`src/design/vl2n_pkg.sv`:
```
// Shared types and constants for the vector L2 normalisation block.
// Used by the top level and the square root unit; depends on nothing.

package vl2n_pkg;

    localparam int DEF_MAX_LENGTH   = 16;
    localparam int DEF_ELEMENT_BITS = 16;

    localparam int LEN_BITS  = 5;
    localparam int SUM_BITS  = 36;
    localparam int ROOT_BITS = SUM_BITS / 2;
    localparam int NORM_BITS = 17;
    localparam int UNIT_BITS = 16;
    localparam int FRAC_BITS = 15;

    localparam logic [LEN_BITS-1:0]  LEN_RESET = LEN_BITS'(16);
    localparam logic [NORM_BITS-1:0] NORM_MAX  = {NORM_BITS{1'b1}};
    localparam logic [UNIT_BITS-1:0] UNIT_POS_MAX = {1'b0, {(UNIT_BITS-1){1'b1}}};
    localparam logic [UNIT_BITS-1:0] UNIT_NEG_MAG = {1'b1, {(UNIT_BITS-1){1'b0}}};

    typedef enum logic [3:0] {
        ST_IDLE,
        ST_SQUARE,
        ST_ACCUM,
        ST_ROOT,
        ST_ROOT_WAIT,
        ST_READ,
        ST_PREP,
        ST_DIVIDE,
        ST_EMIT
    } state_t;

endpackage

```
`src/design/vl2n_ram.sv`:
```
// Generic single-port synchronous RAM with a registered read.
// Depends on nothing.

module vl2n_ram #(
    parameter int WIDTH = 16,
    parameter int DEPTH = 16,
    localparam int ADDR_BITS = (DEPTH > 1) ? $clog2(DEPTH) : 1
) (
    input  logic                 clk,
    input  logic                 we,
    input  logic [ADDR_BITS-1:0] addr,
    input  logic [WIDTH-1:0]     wdata,
    output logic [WIDTH-1:0]     rdata
);

    logic [WIDTH-1:0] mem [DEPTH];
    logic [WIDTH-1:0] rdata_reg;

    always_ff @(posedge clk)
    begin
        if (we)
        begin
            mem[addr] <= wdata;
        end
        rdata_reg <= mem[addr];
    end

    assign rdata = rdata_reg;

endmodule

```
`src/design/vl2n_sqrt.sv`:
```
// Iterative integer square root, two radicand bits per cycle.
// Depends on vl2n_pkg.

module vl2n_sqrt (
    input  logic                          clk,
    input  logic                          rst_n,
    input  logic                          start,
    input  logic [vl2n_pkg::SUM_BITS-1:0] radicand,
    output logic [vl2n_pkg::ROOT_BITS-1:0] root,
    output logic                          done
);

    import vl2n_pkg::*;

    localparam int STEPS     = SUM_BITS / 2;
    localparam int REM_BITS  = ROOT_BITS + 3;
    localparam int STEP_BITS = $clog2(STEPS + 1);

    logic [SUM_BITS-1:0]  rad_reg, rad_next;
    logic [REM_BITS-1:0]  rem_reg, rem_next;
    logic [ROOT_BITS-1:0] root_reg, root_next;
    logic [STEP_BITS-1:0] step_reg, step_next;
    logic                 run_reg, run_next;
    logic                 done_reg, done_next;

    logic [REM_BITS-1:0] rem_shift;
    logic [REM_BITS-1:0] trial;

    always_comb
    begin
        rem_shift = {rem_reg[REM_BITS-3:0], rad_reg[SUM_BITS-1 -: 2]};
        trial     = {1'b0, root_reg, 2'b01};
        rad_next  = rad_reg;
        rem_next  = rem_reg;
        root_next = root_reg;
        step_next = step_reg;
        run_next  = run_reg;
        done_next = 1'b0;
        if (start)
        begin
            rad_next  = radicand;
            rem_next  = '0;
            root_next = '0;
            step_next = STEP_BITS'(STEPS);
            run_next  = 1'b1;
        end
        else if (run_reg)
        begin
            rad_next  = {rad_reg[SUM_BITS-3:0], 2'b00};
            step_next = step_reg - STEP_BITS'(1);
            if (rem_shift >= trial)
            begin
                rem_next  = rem_shift - trial;
                root_next = {root_reg[ROOT_BITS-2:0], 1'b1};
            end
            else
            begin
                rem_next  = rem_shift;
                root_next = {root_reg[ROOT_BITS-2:0], 1'b0};
            end
            if (step_reg == STEP_BITS'(1))
            begin
                run_next  = 1'b0;
                done_next = 1'b1;
            end
        end
    end

    always_ff @(posedge clk or negedge rst_n)
    begin
        if (!rst_n)
        begin
            step_reg <= '0;
            run_reg  <= 1'b0;
            done_reg <= 1'b0;
        end
        else
        begin
            step_reg <= step_next;
            run_reg  <= run_next;
            done_reg <= done_next;
        end
    end

    always_ff @(posedge clk)
    begin
        rad_reg  <= rad_next;
        rem_reg  <= rem_next;
        root_reg <= root_next;
    end

    assign root = root_reg;
    assign done = done_reg;

endmodule

```
`src/design/vector_l2_normalize_top.sv`:
```
// Top level of the vector L2 normalisation block: control, element RAM and divider.
// Depends on vl2n_pkg, vl2n_ram and vl2n_sqrt.

// Elements are taken one per request while busy is low; each request keeps busy high
// while it is stored and its square is accumulated. The request that completes the
// vector then starts an 18-step square root, which keeps busy high, after which one
// result per element leaves on result_valid, each after a RAM read, set-up, a 16-step
// restoring divide and output; an all-zero vector or a saturating element skips the
// divide. Each result is shown for exactly one cycle and cannot be held off. busy stays
// high until the last result of the vector has been issued.

module vector_l2_normalize_top #(
    parameter int MAX_LENGTH   = vl2n_pkg::DEF_MAX_LENGTH,
    parameter int ELEMENT_BITS = vl2n_pkg::DEF_ELEMENT_BITS
) (
    input  logic                           clk,
    input  logic                           rst_n,
    input  logic                           start,
    output logic                           busy,
    input  logic signed [ELEMENT_BITS-1:0] element_value,
    input  logic                           cfg_valid,
    output logic                           cfg_ready,
    input  logic [vl2n_pkg::LEN_BITS-1:0]  cfg_data,
    output logic                           result_valid,
    output logic signed [vl2n_pkg::UNIT_BITS-1:0] unit_element,
    output logic [vl2n_pkg::NORM_BITS-1:0] norm_value,
    output logic                           zero_norm,
    output logic                           last_element
);

    import vl2n_pkg::*;

    localparam int ADDR_BITS = (MAX_LENGTH > 1) ? $clog2(MAX_LENGTH) : 1;
    localparam int CNT_BITS  = $clog2(MAX_LENGTH + 1);
    localparam int EFF_BITS  = (CNT_BITS > LEN_BITS) ? CNT_BITS : LEN_BITS;
    localparam int PROD_BITS = 2 * ELEMENT_BITS;
    localparam int CMP_BITS  = (ELEMENT_BITS > NORM_BITS + 1) ? ELEMENT_BITS : NORM_BITS + 1;
    localparam int DIV_STEPS = UNIT_BITS;
    localparam int DIV_BITS  = $clog2(DIV_STEPS + 1);

    state_t state_reg, state_next;

    logic [LEN_BITS-1:0]     length_reg, length_next;
    logic [CNT_BITS-1:0]     count_reg, count_next;
    logic [CNT_BITS-1:0]     index_reg, index_next;
    logic                    complete_reg, complete_next;
    logic [ELEMENT_BITS-1:0] mag_reg, mag_next;
    logic [PROD_BITS-1:0]    prod_reg, prod_next;
    logic [SUM_BITS-1:0]     sum_reg, sum_next;
    logic [NORM_BITS-1:0]    norm_reg, norm_next;
    logic                    zero_reg, zero_next;
    logic                    neg_reg, neg_next;
    logic                    sat_reg, sat_next;
    logic [NORM_BITS-1:0]    rem_reg, rem_next;
    logic [UNIT_BITS-1:0]    quo_reg, quo_next;
    logic [UNIT_BITS-1:0]    dbits_reg, dbits_next;
    logic [DIV_BITS-1:0]     step_reg, step_next;
    logic                    valid_reg, valid_next;
    logic [UNIT_BITS-1:0]    unit_reg, unit_next;
    logic [NORM_BITS-1:0]    out_norm_reg, out_norm_next;
    logic                    out_zero_reg, out_zero_next;
    logic                    out_last_reg, out_last_next;

    logic                    accept;
    logic [EFF_BITS-1:0]     eff_length;
    logic [CNT_BITS-1:0]     count_inc;
    logic [CNT_BITS-1:0]     index_inc;
    logic                    is_last;
    logic                    ram_we;
    logic [ADDR_BITS-1:0]    ram_addr;
    logic [ELEMENT_BITS-1:0] ram_rdata;
    logic                    sqrt_start;
    logic                    sqrt_done;
    logic [ROOT_BITS-1:0]    sqrt_root;
    logic                    rd_neg;
    logic [ELEMENT_BITS-1:0] rd_mag;
    logic [NORM_BITS:0]      rem_shift;
    logic [UNIT_BITS-1:0]    quo_clip;

    function automatic logic [ELEMENT_BITS-1:0] magnitude(input logic [ELEMENT_BITS-1:0] v);
        return v[ELEMENT_BITS-1] ? (~v + ELEMENT_BITS'(1)) : v;
    endfunction

    vl2n_ram #(
        .WIDTH (ELEMENT_BITS),
        .DEPTH (MAX_LENGTH)
    ) u_store (
        .clk   (clk),
        .we    (ram_we),
        .addr  (ram_addr),
        .wdata (element_value),
        .rdata (ram_rdata)
    );

    vl2n_sqrt u_sqrt (
        .clk      (clk),
        .rst_n    (rst_n),
        .start    (sqrt_start),
        .radicand (sum_reg),
        .root     (sqrt_root),
        .done     (sqrt_done)
    );

    assign busy      = (state_reg != ST_IDLE);
    assign cfg_ready = 1'b1;
    assign accept    = start && (state_reg == ST_IDLE);
    assign count_inc = count_reg + CNT_BITS'(1);
    assign index_inc = index_reg + CNT_BITS'(1);
    assign is_last   = (index_inc == count_reg);

    always_comb
    begin
        if (length_reg == '0)
        begin
            eff_length = EFF_BITS'(1);
        end
        else if (EFF_BITS'(length_reg) > EFF_BITS'(MAX_LENGTH))
        begin
            eff_length = EFF_BITS'(MAX_LENGTH);
        end
        else
        begin
            eff_length = EFF_BITS'(length_reg);
        end
    end

    // Next state.
    always_comb
    begin
        state_next = state_reg;
        unique case (state_reg)
            ST_IDLE:
            begin
                if (accept)
                begin
                    state_next = ST_SQUARE;
                end
            end
            ST_SQUARE:
            begin
                state_next = ST_ACCUM;
            end
            ST_ACCUM:
            begin
                state_next = complete_reg ? ST_ROOT : ST_IDLE;
            end
            ST_ROOT:
            begin
                state_next = ST_ROOT_WAIT;
            end
            ST_ROOT_WAIT:
            begin
                if (sqrt_done)
                begin
                    state_next = ST_READ;
                end
            end
            ST_READ:
            begin
                state_next = ST_PREP;
            end
            ST_PREP:
            begin
                if (zero_reg || (CMP_BITS'(rd_mag) >= CMP_BITS'({norm_reg, 1'b0})))
                begin
                    state_next = ST_EMIT;
                end
                else
                begin
                    state_next = ST_DIVIDE;
                end
            end
            ST_DIVIDE:
            begin
                if (step_reg == DIV_BITS'(1))
                begin
                    state_next = ST_EMIT;
                end
            end
            ST_EMIT:
            begin
                state_next = is_last ? ST_IDLE : ST_READ;
            end
            default:
            begin
                state_next = ST_IDLE;
            end
        endcase
    end

    // Datapath and outputs.
    always_comb
    begin
        rd_neg     = ram_rdata[ELEMENT_BITS-1];
        rd_mag     = magnitude(ram_rdata);
        rem_shift  = {rem_reg, dbits_reg[UNIT_BITS-1]};
        quo_clip   = (quo_reg > UNIT_NEG_MAG) ? UNIT_NEG_MAG : quo_reg;

        length_next   = (cfg_valid && cfg_ready) ? cfg_data : length_reg;
        count_next    = count_reg;
        index_next    = index_reg;
        complete_next = complete_reg;
        mag_next      = mag_reg;
        prod_next     = prod_reg;
        sum_next      = sum_reg;
        norm_next     = norm_reg;
        zero_next     = zero_reg;
        neg_next      = neg_reg;
        sat_next      = sat_reg;
        rem_next      = rem_reg;
        quo_next      = quo_reg;
        dbits_next    = dbits_reg;
        step_next     = step_reg;
        valid_next    = 1'b0;
        unit_next     = unit_reg;
        out_norm_next = out_norm_reg;
        out_zero_next = out_zero_reg;
        out_last_next = out_last_reg;
        ram_we        = 1'b0;
        ram_addr      = index_reg[ADDR_BITS-1:0];
        sqrt_start    = 1'b0;

        unique case (state_reg)
            ST_IDLE:
            begin
                if (accept)
                begin
                    ram_we        = 1'b1;
                    ram_addr      = count_reg[ADDR_BITS-1:0];
                    mag_next      = magnitude(element_value);
                    complete_next = (EFF_BITS'(count_inc) >= eff_length);
                    count_next    = count_inc;
                end
            end
            ST_SQUARE:
            begin
                prod_next = mag_reg * mag_reg;
            end
            ST_ACCUM:
            begin
                sum_next   = sum_reg + SUM_BITS'(prod_reg);
                index_next = '0;
            end
            ST_ROOT:
            begin
                sqrt_start = 1'b1;
            end
            ST_ROOT_WAIT:
            begin
                if (sqrt_done)
                begin
                    norm_next = (sqrt_root > ROOT_BITS'(NORM_MAX)) ? NORM_MAX
                                                                  : sqrt_root[NORM_BITS-1:0];
                    zero_next = (sum_reg == '0);
                end
            end
            ST_READ:
            begin
            end
            ST_PREP:
            begin
                neg_next   = rd_neg;
                sat_next   = (CMP_BITS'(rd_mag) >= CMP_BITS'({norm_reg, 1'b0}));
                rem_next   = NORM_BITS'(rd_mag >> 1);
                dbits_next = {rd_mag[0], {FRAC_BITS{1'b0}}};
                quo_next   = '0;
                step_next  = DIV_BITS'(DIV_STEPS);
            end
            ST_DIVIDE:
            begin
                dbits_next = {dbits_reg[UNIT_BITS-2:0], 1'b0};
                step_next  = step_reg - DIV_BITS'(1);
                if (rem_shift >= {1'b0, norm_reg})
                begin
                    rem_next = NORM_BITS'(rem_shift - {1'b0, norm_reg});
                    quo_next = {quo_reg[UNIT_BITS-2:0], 1'b1};
                end
                else
                begin
                    rem_next = rem_shift[NORM_BITS-1:0];
                    quo_next = {quo_reg[UNIT_BITS-2:0], 1'b0};
                end
            end
            ST_EMIT:
            begin
                valid_next    = 1'b1;
                out_last_next = is_last;
                out_zero_next = zero_reg;
                out_norm_next = zero_reg ? '0 : norm_reg;
                if (zero_reg)
                begin
                    unit_next = '0;
                end
                else if (neg_reg)
                begin
                    unit_next = sat_reg ? UNIT_NEG_MAG : (UNIT_BITS'(0) - quo_clip);
                end
                else
                begin
                    unit_next = (sat_reg || quo_reg[UNIT_BITS-1]) ? UNIT_POS_MAX : quo_reg;
                end
                index_next = index_inc;
                if (is_last)
                begin
                    sum_next   = '0;
                    count_next = '0;
                end
            end
            default:
            begin
            end
        endcase
    end

    always_ff @(posedge clk or negedge rst_n)
    begin
        if (!rst_n)
        begin
            state_reg    <= ST_IDLE;
            length_reg   <= LEN_RESET;
            count_reg    <= '0;
            index_reg    <= '0;
            complete_reg <= 1'b0;
            sum_reg      <= '0;
            norm_reg     <= '0;
            zero_reg     <= 1'b0;
            step_reg     <= '0;
            valid_reg    <= 1'b0;
        end
        else
        begin
            state_reg    <= state_next;
            length_reg   <= length_next;
            count_reg    <= count_next;
            index_reg    <= index_next;
            complete_reg <= complete_next;
            sum_reg      <= sum_next;
            norm_reg     <= norm_next;
            zero_reg     <= zero_next;
            step_reg     <= step_next;
            valid_reg    <= valid_next;
        end
    end

    always_ff @(posedge clk)
    begin
        mag_reg      <= mag_next;
        prod_reg     <= prod_next;
        neg_reg      <= neg_next;
        sat_reg      <= sat_next;
        rem_reg      <= rem_next;
        quo_reg      <= quo_next;
        dbits_reg    <= dbits_next;
        unit_reg     <= unit_next;
        out_norm_reg <= out_norm_next;
        out_zero_reg <= out_zero_next;
        out_last_reg <= out_last_next;
    end

    assign result_valid = valid_reg;
    assign unit_element = unit_reg;
    assign norm_value   = out_norm_reg;
    assign zero_norm    = out_zero_reg;
    assign last_element = out_last_reg;

endmodule

```
`config.mk`:
```
export PLATFORM = sky130hd
export DESIGN_NAME = vector_l2_normalize_top
export DESIGN_NICKNAME = d
export VERILOG_FILES = /design/src/design/vl2n_pkg.sv /design/src/design/vl2n_ram.sv /design/src/design/vl2n_sqrt.sv /design/src/design/vector_l2_normalize_top.sv
export SDC_FILE = /design/constraint.sdc
export NUM_CORES = 1
export LEC_CHECK = 0
export BUFFER_PORTS_ARGS = -buffer_cell sky130_fd_sc_hd__buf_2
export CAP_MARGIN = 0
export CELL_PAD_IN_SITES_DETAIL_PLACEMENT = 1
export CELL_PAD_IN_SITES_GLOBAL_PLACEMENT = 2
export CORE_MARGIN = 2
export CORE_UTILIZATION = 30
export CTS_BUF_LIST = sky130_fd_sc_hd__clkbuf_2
export DETAILED_ROUTE_END_ITERATION = 6
export HOLD_SLACK_MARGIN = 0.02
export MAX_ROUTING_LAYER = met4
export PLACE_DENSITY_LB_ADDON = 0.1
export REMOVE_ABC_BUFFERS = 1
export SLEW_MARGIN = 40
export SYNTH_ARGS = -nofsm -noshare
export SYNTH_HDL_FRONTEND = slang
export SYNTH_SLANG_ARGS = --single-unit
```
`constraint.sdc`:
```
create_clock -name clk -period 6.8 [get_ports clk]
set_clock_uncertainty 0.05 [all_clocks]
set_input_delay 1.36 -clock clk [delete_from_list [all_inputs] [get_ports clk]]
set_output_delay 1.36 -clock clk [all_outputs]
set_load 0.02 [all_outputs]
```
# Word level (Yosys, flattened, before mapping)
# Memory sizes are Yosys's and may differ from the RTL's. A register that Yosys moved wholly into a read port is not among the register bits.
# Cells that the tools add are included.
# totals
ff_bits	294
ram_bits	256
output_inout_bits	38
word_cells	128
mem_count	1
# op_classes
n_addsub	10
multipliers	1
order_cmp	7
n_eq_ne	15
mux	48
bitwise	2
reduce_logical	16
# memory_table
name	depth	width	rd	rd_ports_with_merged_regs	wr	line_no	rtl
u_store.mem	16	16	1	1	1	vl2n_ram.sv:16	logic [WIDTH-1:0] mem [DEPTH];
# op_table
cell	count
2-to-1 mux 36 bit	3
2-to-1 mux 16 bit	5
one-hot mux 36 bit (2 select lines)	1
one-hot mux 16 bit (2 select lines)	2
adder 36 x 32 -> 36 bit	1
logical NOT 36 bit	1
one-hot mux 4 bit (9 select lines)	1
2-to-1 mux 17 bit	2
one-hot mux 17 bit (2 select lines)	1
adder 16 x 1 -> 16 bit (second input constant)	2
multiplier 16 x 16 -> 32 bit	1
NOT 16 bit	2
2-to-1 mux 5 bit	6
one-hot mux 5 bit (2 select lines)	3
2-to-1 mux 4 bit	6
>= comparator 21 x 20 -> 1 bit	1
2-to-1 mux 19 bit	1
subtractor 19 bit	1
>= comparator 16 x 18 -> 1 bit	1
>= comparator 18 x 17 -> 1 bit	1
> comparator 18 x 17 -> 1 bit (second input constant)	1
subtractor 17 bit	1
equality test 4 x 3 -> 1 bit (second input constant)	4
> comparator 16 bit (second input constant)	1
24 further kinds	50

# Longest topological paths before layout
# Gate-level depths: netlist of run 1.
# depth
depth_word	7
ltp_mapped	25

# Modules after synthesis
# Synthesis of run 1 repeated with hierarchy kept, for this count alone.
# hier_totals
hier_cells	2810
hier_area_um2	33209.4
# by_module_without_submodules
module	instances	cells_each	area_each_um2	seq_area_each_um2
vector_l2_normalize_top	1	1982	18816.8	5546.6
vl2n_ram	1	434	10090.9	8007.7
vl2n_sqrt	1	394	4301.6	1996.9

# Worst setup path before layout of run 1
# OpenSTA, ideal clock, no wires.
# synth_path
path_kind	register to register
startpoint	register mag_reg[4]
endpoint	register prod_reg[31], data pin
setup_time_ns	0.258
t_arrival_ns	6.026
required_ns	6.492
setup_slack_ns	0.467
path_stages_with_launch	23
n_path_buf	3
cell_sequence	edfxtp_1 -> clkbuf_1 -> clkbuf_1 -> nand2_1 -> fa_1 -> inv_1 -> fa_1 -> fa_1 -> fa_1 -> fa_1 -> inv_1 -> fa_1 -> inv_1 -> ha_1 -> clkbuf_1 -> nand3_1 -> o22ai_1 -> o41a_1 -> a22o_1 -> nor3_1 -> o21bai_1 -> a31o_2 -> xnor2_1
# synth_via
elab_chain_cells	1
# synth_lines
item	line_no	rtl
start, declared	vector_l2_normalize_top.sv:47	logic [ELEMENT_BITS-1:0] mag_reg, mag_next;
start signal, assigned	vector_l2_normalize_top.sv:347	mag_reg <= mag_next;
multiplier 16 x 16 -> 32 bit	vector_l2_normalize_top.sv:237	prod_next = mag_reg * mag_reg;
end signal, assigned	vector_l2_normalize_top.sv:348	prod_reg <= prod_next;
end, declared	vector_l2_normalize_top.sv:48	logic [PROD_BITS-1:0] prod_reg, prod_next;
# No other way between the ends.
# A chain may end at the register's enable or synchronous reset.

# Worst setup path in the final report of run 1
# layout_path
startpoint	register mag_reg[3]
endpoint	register prod_reg[24], data pin
# Same word-level chain as after synthesis.

==> results of run 1 <==
[cell usage after synthesis, types with 17 or more instances]
cell and n:
nor2b_1 17, nand2b_1 19, inv_1 332, nor3_1 46, a211oi_1 22, nand3_1 61, o31ai_1 22, and2_1 63
nor2_1 181, o21a_1 24, a22oi_1 130, nand2_1 300, xnor2_1 94, ha_1 200, dfxtp_1 53, mux2i_1 41
clkbuf_1 109, a21o_1 49, or4_1 22, edfxtp_1 410, or3_1 17, fa_1 165, xor2_1 35, o21ai_0 119
a21oi_1 211, dfrtp_1 86
[what timing repair did]
action	in CTS	in global routing
setup buffers	0	0
resized for setup	0	0
endpoints found under the hold margin	38	0
hold buffers	10	0
[area by class of cell]
type / instances / area, µm²
Clock buffer: 235 / 1180
Tap cell: 1414 / 1770
Antenna cell: 9 / 22.5
Inverter: 334 / 1260
Timing Repair Buffer: 128 / 855
Multi-Input combinational cell: 2035 / 15800
Clock inverter: 45 / 265
Fill cell: 12100 / 72200
Sequential cell: 550 / 15600
[worst max-delay path, stage by stage (launching register included)]
cell and delay (ps):
edfxtp_1 410, buf_4 210, inv_1 140, nor2_1 100
fa_1 520, inv_1 50, fa_1 480, inv_1 50
fa_1 490, inv_1 50, fa_1 490, inv_1 60
fa_1 530, inv_1 50, fa_1 530, inv_1 40
ha_1 340, and3_1 240, o211ai_1 120, o21ai_1 380
and2_1 300, a21oi_1 170, o21bai_1 150, a21oi_1 90
xnor2_1 300
[metal layers]
layer	vias to the layer above	wire length (µm)	track usage	part of all wire
li1	11100	-	-	-
met1	11800	45700	0.235	0.48
met2	390	43600	0.272	0.46
met3	158	3950	0.0339	0.041
met4	0	2070	0.0539	0.022
met5	-	0	-	0
[power groups by stage]
stage          combinational (mW)  sequential, mW  clock [mW]
2_1_floorplan              0.0200            3.67           0
3_3_place_gp               0.0759            3.67           0
3_5_place_dp               0.0789            3.67           0
4_1_cts                    0.0848            3.60        2.69
5_1_grt                    0.0923            3.60        2.86
6_report                   0.0826            3.60        2.53
[metrics by stage]
stage          utilization  setup WS, ps  std cells
3_3_place_gp         0.322           312       4449
4_1_cts              0.336           288       4741
3_5_place_dp         0.322           201       4451
6_report             0.337           284       4750
2_1_floorplan            -           600       2919
5_1_grt              0.337          16.6       4747
[path summary, 6_finish.rpt]
kind | from | to | slack, ps | cells after the start
min reg2reg | u_sqrt.rem_reg[8]$_SDFFE_PP0P_ | u_sqrt.rem_reg[8]$_SDFFE_PP0P_ | 460 | 2
min | cfg_valid | length_reg[1]$_DFFE_PN0P_ | 260 | 2
min in group asynchronous | rst_n | sum_reg[24]$_DFFE_PN0P_ | 440 | 2
max | mag_reg[3]$_DFFE_PP_ | prod_reg[24]$_DFFE_PP_ | 280 | 24
max reg2reg | mag_reg[3]$_DFFE_PP_ | prod_reg[24]$_DFFE_PP_ | 280 | 24
max in group asynchronous | rst_n | norm_reg[11]$_DFFE_PN0P_ | 5190 | 3
[cells by family (layout without fill, tap and decap cells)]
family / count (synthesis) / in the layout / share of synthesized area
xor gates and xnor gates: 129 / 129 / 0.0343
other: 1 / 10 / 0.000114
AOI/OAI and AO/OA: 685 / 685 / 0.132
buffers and inverters: 465 / 742 / 0.0539
DFF: 550 / 550 / 0.472
muxes: 49 / 49 / 0.0157
adders and majority gates: 365 / 365 / 0.176
and+or+nand+nor: 806 / 806 / 0.115
==> impl_results.md, run 1 <==
* Combinational Power Share at 0.013
* Setup TNS at 0 ps
* Layout cells sized above 1 at 0.129
* Die Area at 112000 µm²
* Finished Cell Area at 36700 µm²
* Die width at 335 µm
* DRT Pass-1 Iters at 5
* Initial Util at 0.303
* Synthesized area per cell at 10.8 µm²
* Hold Path Class: in2reg
* Psw at 1.59 mW
* Port-buffer cells at 61
* Max FFs per register at 256
* Setup crit start kind: flip-flop
* Most common cell after layout, fill and taps aside: edfxtp_1
* Max Freq at 153 MHz
* Register area share after synthesis at 0.472
* Pin count of the biggest net entering global routing at 65
* Cell chosen for the clock root: clkbuf_2
* Post-synth top area share at 0.374
* CTS HTree Levels at 4
* Leak pwr at 15.0 nW
* First-pass GRT wire length at 148000 µm
* Asr flop ratio synth at 0.158
* DRC viols at 0
* Yosys reg bits at 550
* Sw Share at 0.256
* Tmin final at 6520 ps
* Overall power at 6.21 mW
* Clk sinks at 550
* Mapped Cells at 3050
* Post-synth EDFFs at 410
* Area leader, netlist: edfxtp_1
* I/O Pins at 63
* Antenna violations before repair at 6
* Max-cap violations at 0
* Crit-path max FO at 12
* Power Dens Cells at 169 nW/µm²
* Synth Flop Type: edfxtp_1
* Total number of vias at 23500
* Crit. End Element: flip-flop
* Nets at 3597
* Die H at 335 µm
* Worst Path Required at 7970 ps
* Avg WL per Cell at 20.1 µm
* GR Overflow Total at 0
* CTS tree: yes
* Commonest cells after routing, fill and taps aside: edfxtp_1 (410), inv_1 (331), nand2_1 (300), clkbuf_2 (235), a21oi_1 (211)
* Worst-Skew Late Latency at 1430 ps
* Global Route Usage Sum at 0.177
* Yosys cell types at 82
* Hold_ws at 259 ps
* Floorplan core area at 109000 µm²
* VDD IR-drop max at 0.110 mV
* Final setup vio count at 0
* Status: finished, final reports clean
* Routability-driven placement congestion ratio at 0.811
* Tightest Pin Transition at 972 ps
* Reg clk slew, reported paths at 120 ps
* YS warnings at 0
* Vias per cell at 4.95
* CTS Buffer Depth at 3
* Clock power share at 0.408
* Detailed Place HPWL at 66300 µm
* Post-synthesis cell area at 32900 µm²
* Final period util at 0.958
* RSZ-0062 raised after global routing: no
* DP Area at 35100 µm²
* Internal power at 4.62 mW
* Final Hold Fails at 0
* Sequential power share at 0.579
* WL final at 95400 µm
* Worst Path Arrival at 7690 ps
* Slew Limit Fails at 0
* Ranking of synthesized cells by area: edfxtp_1 (37%), fa_1 (10%), ha_1 (7.6%)
* CP Class: reg2reg
* Vias in the first global route at 25200
* Row count at 121
* Antenna-violating nets left at 0
* Initial drt markers at 1115
* Slew headroom at 0.352
* Total CTS buffers at 158
* Area growth syn-to-layout at 11.3%
(Power assumes the default switching activity.)
==> inputs of run 2 (changes only) <==
--- a/config.mk
+++ b/config.mk
@@ -10,7 +10,7 @@
 export CELL_PAD_IN_SITES_DETAIL_PLACEMENT = 1
 export CELL_PAD_IN_SITES_GLOBAL_PLACEMENT = 2
 export CORE_MARGIN = 2
-export CORE_UTILIZATION = 30
+export CORE_UTILIZATION = 41
 export CTS_BUF_LIST = sky130_fd_sc_hd__clkbuf_2
 export DETAILED_ROUTE_END_ITERATION = 6
 export HOLD_SLACK_MARGIN = 0.02
@@ -20,4 +20,5 @@
 export SLEW_MARGIN = 40
 export SYNTH_ARGS = -nofsm -noshare
 export SYNTH_HDL_FRONTEND = slang
+export SYNTH_HIERARCHICAL = 1
 export SYNTH_SLANG_ARGS = --single-unit
==> run 2 against run 1 <==
  * Flip-flop and latch count did not move
  * Register-to-register slack is essentially flat
  * Worst hold slack worse by 46 ps
  * Final cell count down 12%
  * Largest power group unchanged
  * Design area down 0.22%
  * Global-route usage is 3.7 points higher
  * Synthesized cell count is 7.9% lower
==> impl_results.md, run 2 <==
* Sw Share at 0.255 (was 0.256)
* Combinational Power Share at 0.012 (was 0.013)
* Setup TNS at 0 ps (unchanged)
* Tightest Pin Transition at 839 ps (was 972 ps)
* First-pass GRT wire length at 134000 µm (was 148000 µm)
* Hold Path Class: in2reg (unchanged)
* CP startpoint: mag_reg[10]$_DFFE_PP_ (was mag_reg[3]$_DFFE_PP_)
* CTS Buffer Depth at 3 (unchanged)
* Post-synth EDFFs at 410 (unchanged)
* Register area share after synthesis at 0.468 (was 0.472)
* CP Class: reg2reg (unchanged)
* Multi-input gate area at 16100 µm² (was 15800 µm²)
* Slew headroom at 0.441 (was 0.352)
* Sequential power share at 0.580 (was 0.579)
* Avg WL per Cell at 20.2 µm (was 20.1 µm)
* CTS HTree Levels at 4 (unchanged)
* Layout cells sized above 1 at 0.171 (was 0.129)
* Max FFs per register at 256 (unchanged)
* CP peak stage delay at 550 ps (was 530 ps)
* Hold_ws at 213 ps (was 259 ps)
* Floorplan core area at 80400 µm² (was 109000 µm²)
* I/O Pins at 63 (unchanged)
* Reg2Reg Depth at 24 (unchanged)
* Slowest stage cell, crit path: fa_1 (unchanged)
* FILL cells at 8709 (was 12100)
* Area growth syn-to-layout at 10.1% (was 11.3%)
* Initial drt markers at 959 (was 1115)
* Asr flop ratio synth at 0.158 (unchanged)
* Clk sinks at 550 (unchanged)
* Post-synthesis cell area at 33200 µm² (was 32900 µm²)
* DP Area at 34900 µm² (was 35100 µm²)
* Commonest cells after routing, fill and taps aside: edfxtp_1 (410), inv_1 (314), clkbuf_2 (225), nand2_1 (206), ha_1 (198) (was edfxtp_1 (410), inv_1 (331), nand2_1 (300), clkbuf_2 (235), a21oi_1 (211))
* Cell chosen for the clock root: clkbuf_2 (unchanged)
* Storage cell area at 15600 µm² (about the same)
* RR Endpoint: prod_reg[30]$_DFFE_PP_ (was prod_reg[24]$_DFFE_PP_)
* Final worst slack at 284 ps (about the same)
* Worst hold endpoint: length_reg[4]$_DFFE_PN1P_ (was length_reg[1]$_DFFE_PN0P_)
* Yosys reg bits at 550 (unchanged)
* Hold path startpoint: cfg_data[4] (was cfg_valid)
* Ranking of synthesized cells by area: edfxtp_1 (37%), fa_1 (9.9%), ha_1 (7.5%) (was edfxtp_1 (37%), fa_1 (10%), ha_1 (7.6%))
* DRC viols at 0 (unchanged)
* Detailed Place HPWL at 61100 µm (was 66300 µm)
* Worst Path Arrival at 7500 ps (was 7690 ps)
* Critical path buffers and inverters at 7 (was 8)
* Mapped Cells at 2810 (was 3050)
* Finished Cell Area at 36600 µm² (was 36700 µm²)
* Psw at 1.58 mW (was 1.59 mW)
* Worst-Skew Late Latency at 1400 ps (was 1430 ps)
* Worst Path Required at 7780 ps (was 7970 ps)
* Leak pwr at 14.8 nW (was 15.0 nW)
* Pin count of the biggest net entering global routing at 69 (was 65)
* Top-count cell post-synth: edfxtp_1 (unchanged)
* Power Dens Cells at 169 nW/µm² (about the same)
* CP cell instances: buf_4 > nand2_1 > inv_1 > fa_1 > inv_1 > fa_1 > fa_1 > inv_1 > fa_1 > fa_1 > inv_1 > fa_1 > inv_1 > ha_1 > nand2_1 > nand2_1 > a41oi_2 > o211ai_1 > a2111oi_2 > buf_4 > nor3b_2 > o21ai_1 > a21oi_1 > xor2_1 (was buf_4 > inv_1 > nor2_1 > fa_1 > inv_1 > fa_1 > inv_1 > fa_1 > inv_1 > fa_1 > inv_1 > fa_1 > inv_1 > fa_1 > inv_1 > ha_1 > and3_1 > o211ai_1 > o21ai_1 > and2_1 > a21oi_1 > o21bai_1 > a21oi_1 > xnor2_1)
* Antenna violations before repair at 5 (was 6)
* Synthesized area per cell at 11.8 µm² (was 10.8 µm²)
* FF-to-FF setup slack at 280 ps (about the same)
* Internal power at 4.62 mW (about the same)
* Reg clk slew, reported paths at 100 ps (was 120 ps)
* Hold Path Depth at 3 (was 2)
* Most common cell after layout, fill and taps aside: edfxtp_1 (unchanged)
* Final setup vio count at 0 (unchanged)
* Global Route Usage Sum at 0.213 (was 0.177)
* Max Freq at 153 MHz (about the same)
* YS warnings at 6 (was 0)
* VDD IR-drop max at 0.132 mV (was 0.110 mV)
* Antenna-violating nets left at 0 (unchanged)
* Yosys cell types at 95 (was 82)
* Synth cell count leaders: edfxtp_1 (410), inv_1 (314), nand2_1 (206), ha_1 (199), nor2_1 (175) (was edfxtp_1 (410), inv_1 (332), nand2_1 (300), a21oi_1 (211), ha_1 (200))
* Tmin final at 6520 ps (about the same)
* Port-buffer cells at 61 (unchanged)
* Slew Limit Fails at 0 (unchanged)
* Crit. End Element: flip-flop (unchanged)
* Vias per cell at 5.32 (was 4.95)
* Clock power share at 0.407 (was 0.408)
* Die H at 289 µm (was 335 µm)
* Die width at 289 µm (was 335 µm)
* DRT Pass-1 Iters at 5 (unchanged)
* DP Worst Slack at -3.14 ps (was 201 ps)
* Cell mode on critical path: fa_1 (was inv_1)
* Final Hold Fails at 0 (unchanged)
* Status: finished, final reports clean (unchanged)
* WL final at 84400 µm (was 95400 µm)
* Total number of vias at 22200 (was 23500)
* Vias in the first global route at 24100 (was 25200)
* Nets at 3383 (was 3597)
* Initial Util at 0.413 (was 0.303)
* Synth Flop Type: edfxtp_1 (unchanged)
* FF-to-FF Start: mag_reg[10]$_DFFE_PP_ (was mag_reg[3]$_DFFE_PP_)
* CTS tree: yes (unchanged)
* GR Overflow Total at 0 (unchanged)
* Crit-path max FO at 8 (was 12)
* Total CTS buffers at 151 (was 158)
* Final period util at 0.958 (about the same)
* CP top delay family: adder cells (unchanged)
* Overall power at 6.19 mW (was 6.21 mW)
* Die Area at 83300 µm² (was 112000 µm²)
* RSZ-0062 raised after global routing: no (unchanged)
* Setup crit start kind: flip-flop (unchanged)
* Row count at 104 (was 121)
* Post-synth top area share at 0.371 (was 0.374)
* Max-cap violations at 0 (unchanged)
* Routability-driven placement congestion ratio at 0.826 (was 0.811)
* Area leader, netlist: edfxtp_1 (unchanged)
run 2: cell count changes after synthesis, moves of 21 or more:
cell	change
a22oi_1	-97
nand2_1	-94
a21oi_1	-68
mux4_2	+51
mux2_2	+38
o21ai_0	-30
nand3_1	-25
clkbuf_1	-21
run 2: area by class of cell:
cell class                 instances  share of cell area
multi-input combinational       1836               0.440
sequential                       550               0.425
tap                             1060              0.0363
inverter                         316              0.0325
clock buffer                     225              0.0308
timing repair buffer             139              0.0250
clock inverter                    48             0.00941
antenna                            6            0.000411
run 2: worst register-to-register path, cell delays in order (launching register included):
cell	delay, ps
edfxtp_1	510
buf_4	190
nand2_1	90
inv_1	70
fa_1	520
inv_1	50
fa_1	460
fa_1	520
inv_1	50
fa_1	460
fa_1	550
inv_1	50
fa_1	530
inv_1	40
ha_1	390
nand2_1	150
nand2_1	100
a41oi_2	240
o211ai_1	170
a2111oi_2	390
buf_4	170
nor3b_2	40
o21ai_1	160
a21oi_1	100
xor2_1	140
run 2: power by group through the flow:
| stage | logic [mW] | clock network (mW) | registers [mW] |
|---|---|---|---|
| CTS | 0.0794 | 2.66 | 3.59 |
| global route | 0.0865 | 2.81 | 3.60 |
| detailed placement | 0.0788 | 0 | 3.67 |
| global placement | 0.0738 | 0 | 3.67 |
| floorplan | 0.0201 | 0 | 3.67 |
| finish | 0.0761 | 2.52 | 3.59 |
run 2: cells by family after synthesis:
group | synth area share
other | 0.000113
XOR/XNOR | 0.0351
buffers and inverters | 0.0509
AND/OR/NAND/NOR | 0.0997
AO/OA/AOI/OAI | 0.100
flip-flops | 0.468
multiplexers | 0.0710
adder cells (fa/ha/maj) | 0.174
run 2: per-layer routing:
| metal | wire [µm] | share of wire | global-route usage | vias to the layer above |
|---|---|---|---|---|
| met5 | 0 | 0 | - | - |
| met4 | 1530 | 0.018 | 0.0619 | 0 |
| met3 | 3220 | 0.038 | 0.0348 | 114 |
| met2 | 40600 | 0.48 | 0.339 | 367 |
| met1 | 39000 | 0.46 | 0.282 | 11300 |
| li1 | - | - | - | 10500 |
run 2: what timing repair did:
action / in CTS / in global routing
hold buffers: 1 / 0
pin swaps: 0 / 1
hold endpoints to repair: 19 / 0
gates resized for setup: 0 / 10
setup buffers: 2 / 16
endpoints found under the setup margin: 4 / 4
run 2: stage by stage:
step,utilization,cells
finish,0.455,4180
global route,0.455,4179
CTS,0.453,4158
detailed placement,0.434,3882
global placement,0.433,3879
floorplan,-,2702
run 2: worst max-delay path by stage:
| stage | end | slack, ps | cells after the start |
|---|---|---|---|
| 2_1_floorplan | prod_reg[30]$_DFFE_PP_ | 590 | 20 |
| 3_3_place_gp | prod_reg[30]$_DFFE_PP_ | 130 | 23 |
| 3_5_place_dp | prod_reg[30]$_DFFE_PP_ | -3 | 23 |
| 4_1_cts | prod_reg[30]$_DFFE_PP_ | 6 | 23 |
| 5_1_grt | prod_reg[30]$_DFFE_PP_ | 8 | 23 |
| 6_report | prod_reg[30]$_DFFE_PP_ | 280 | 24 |
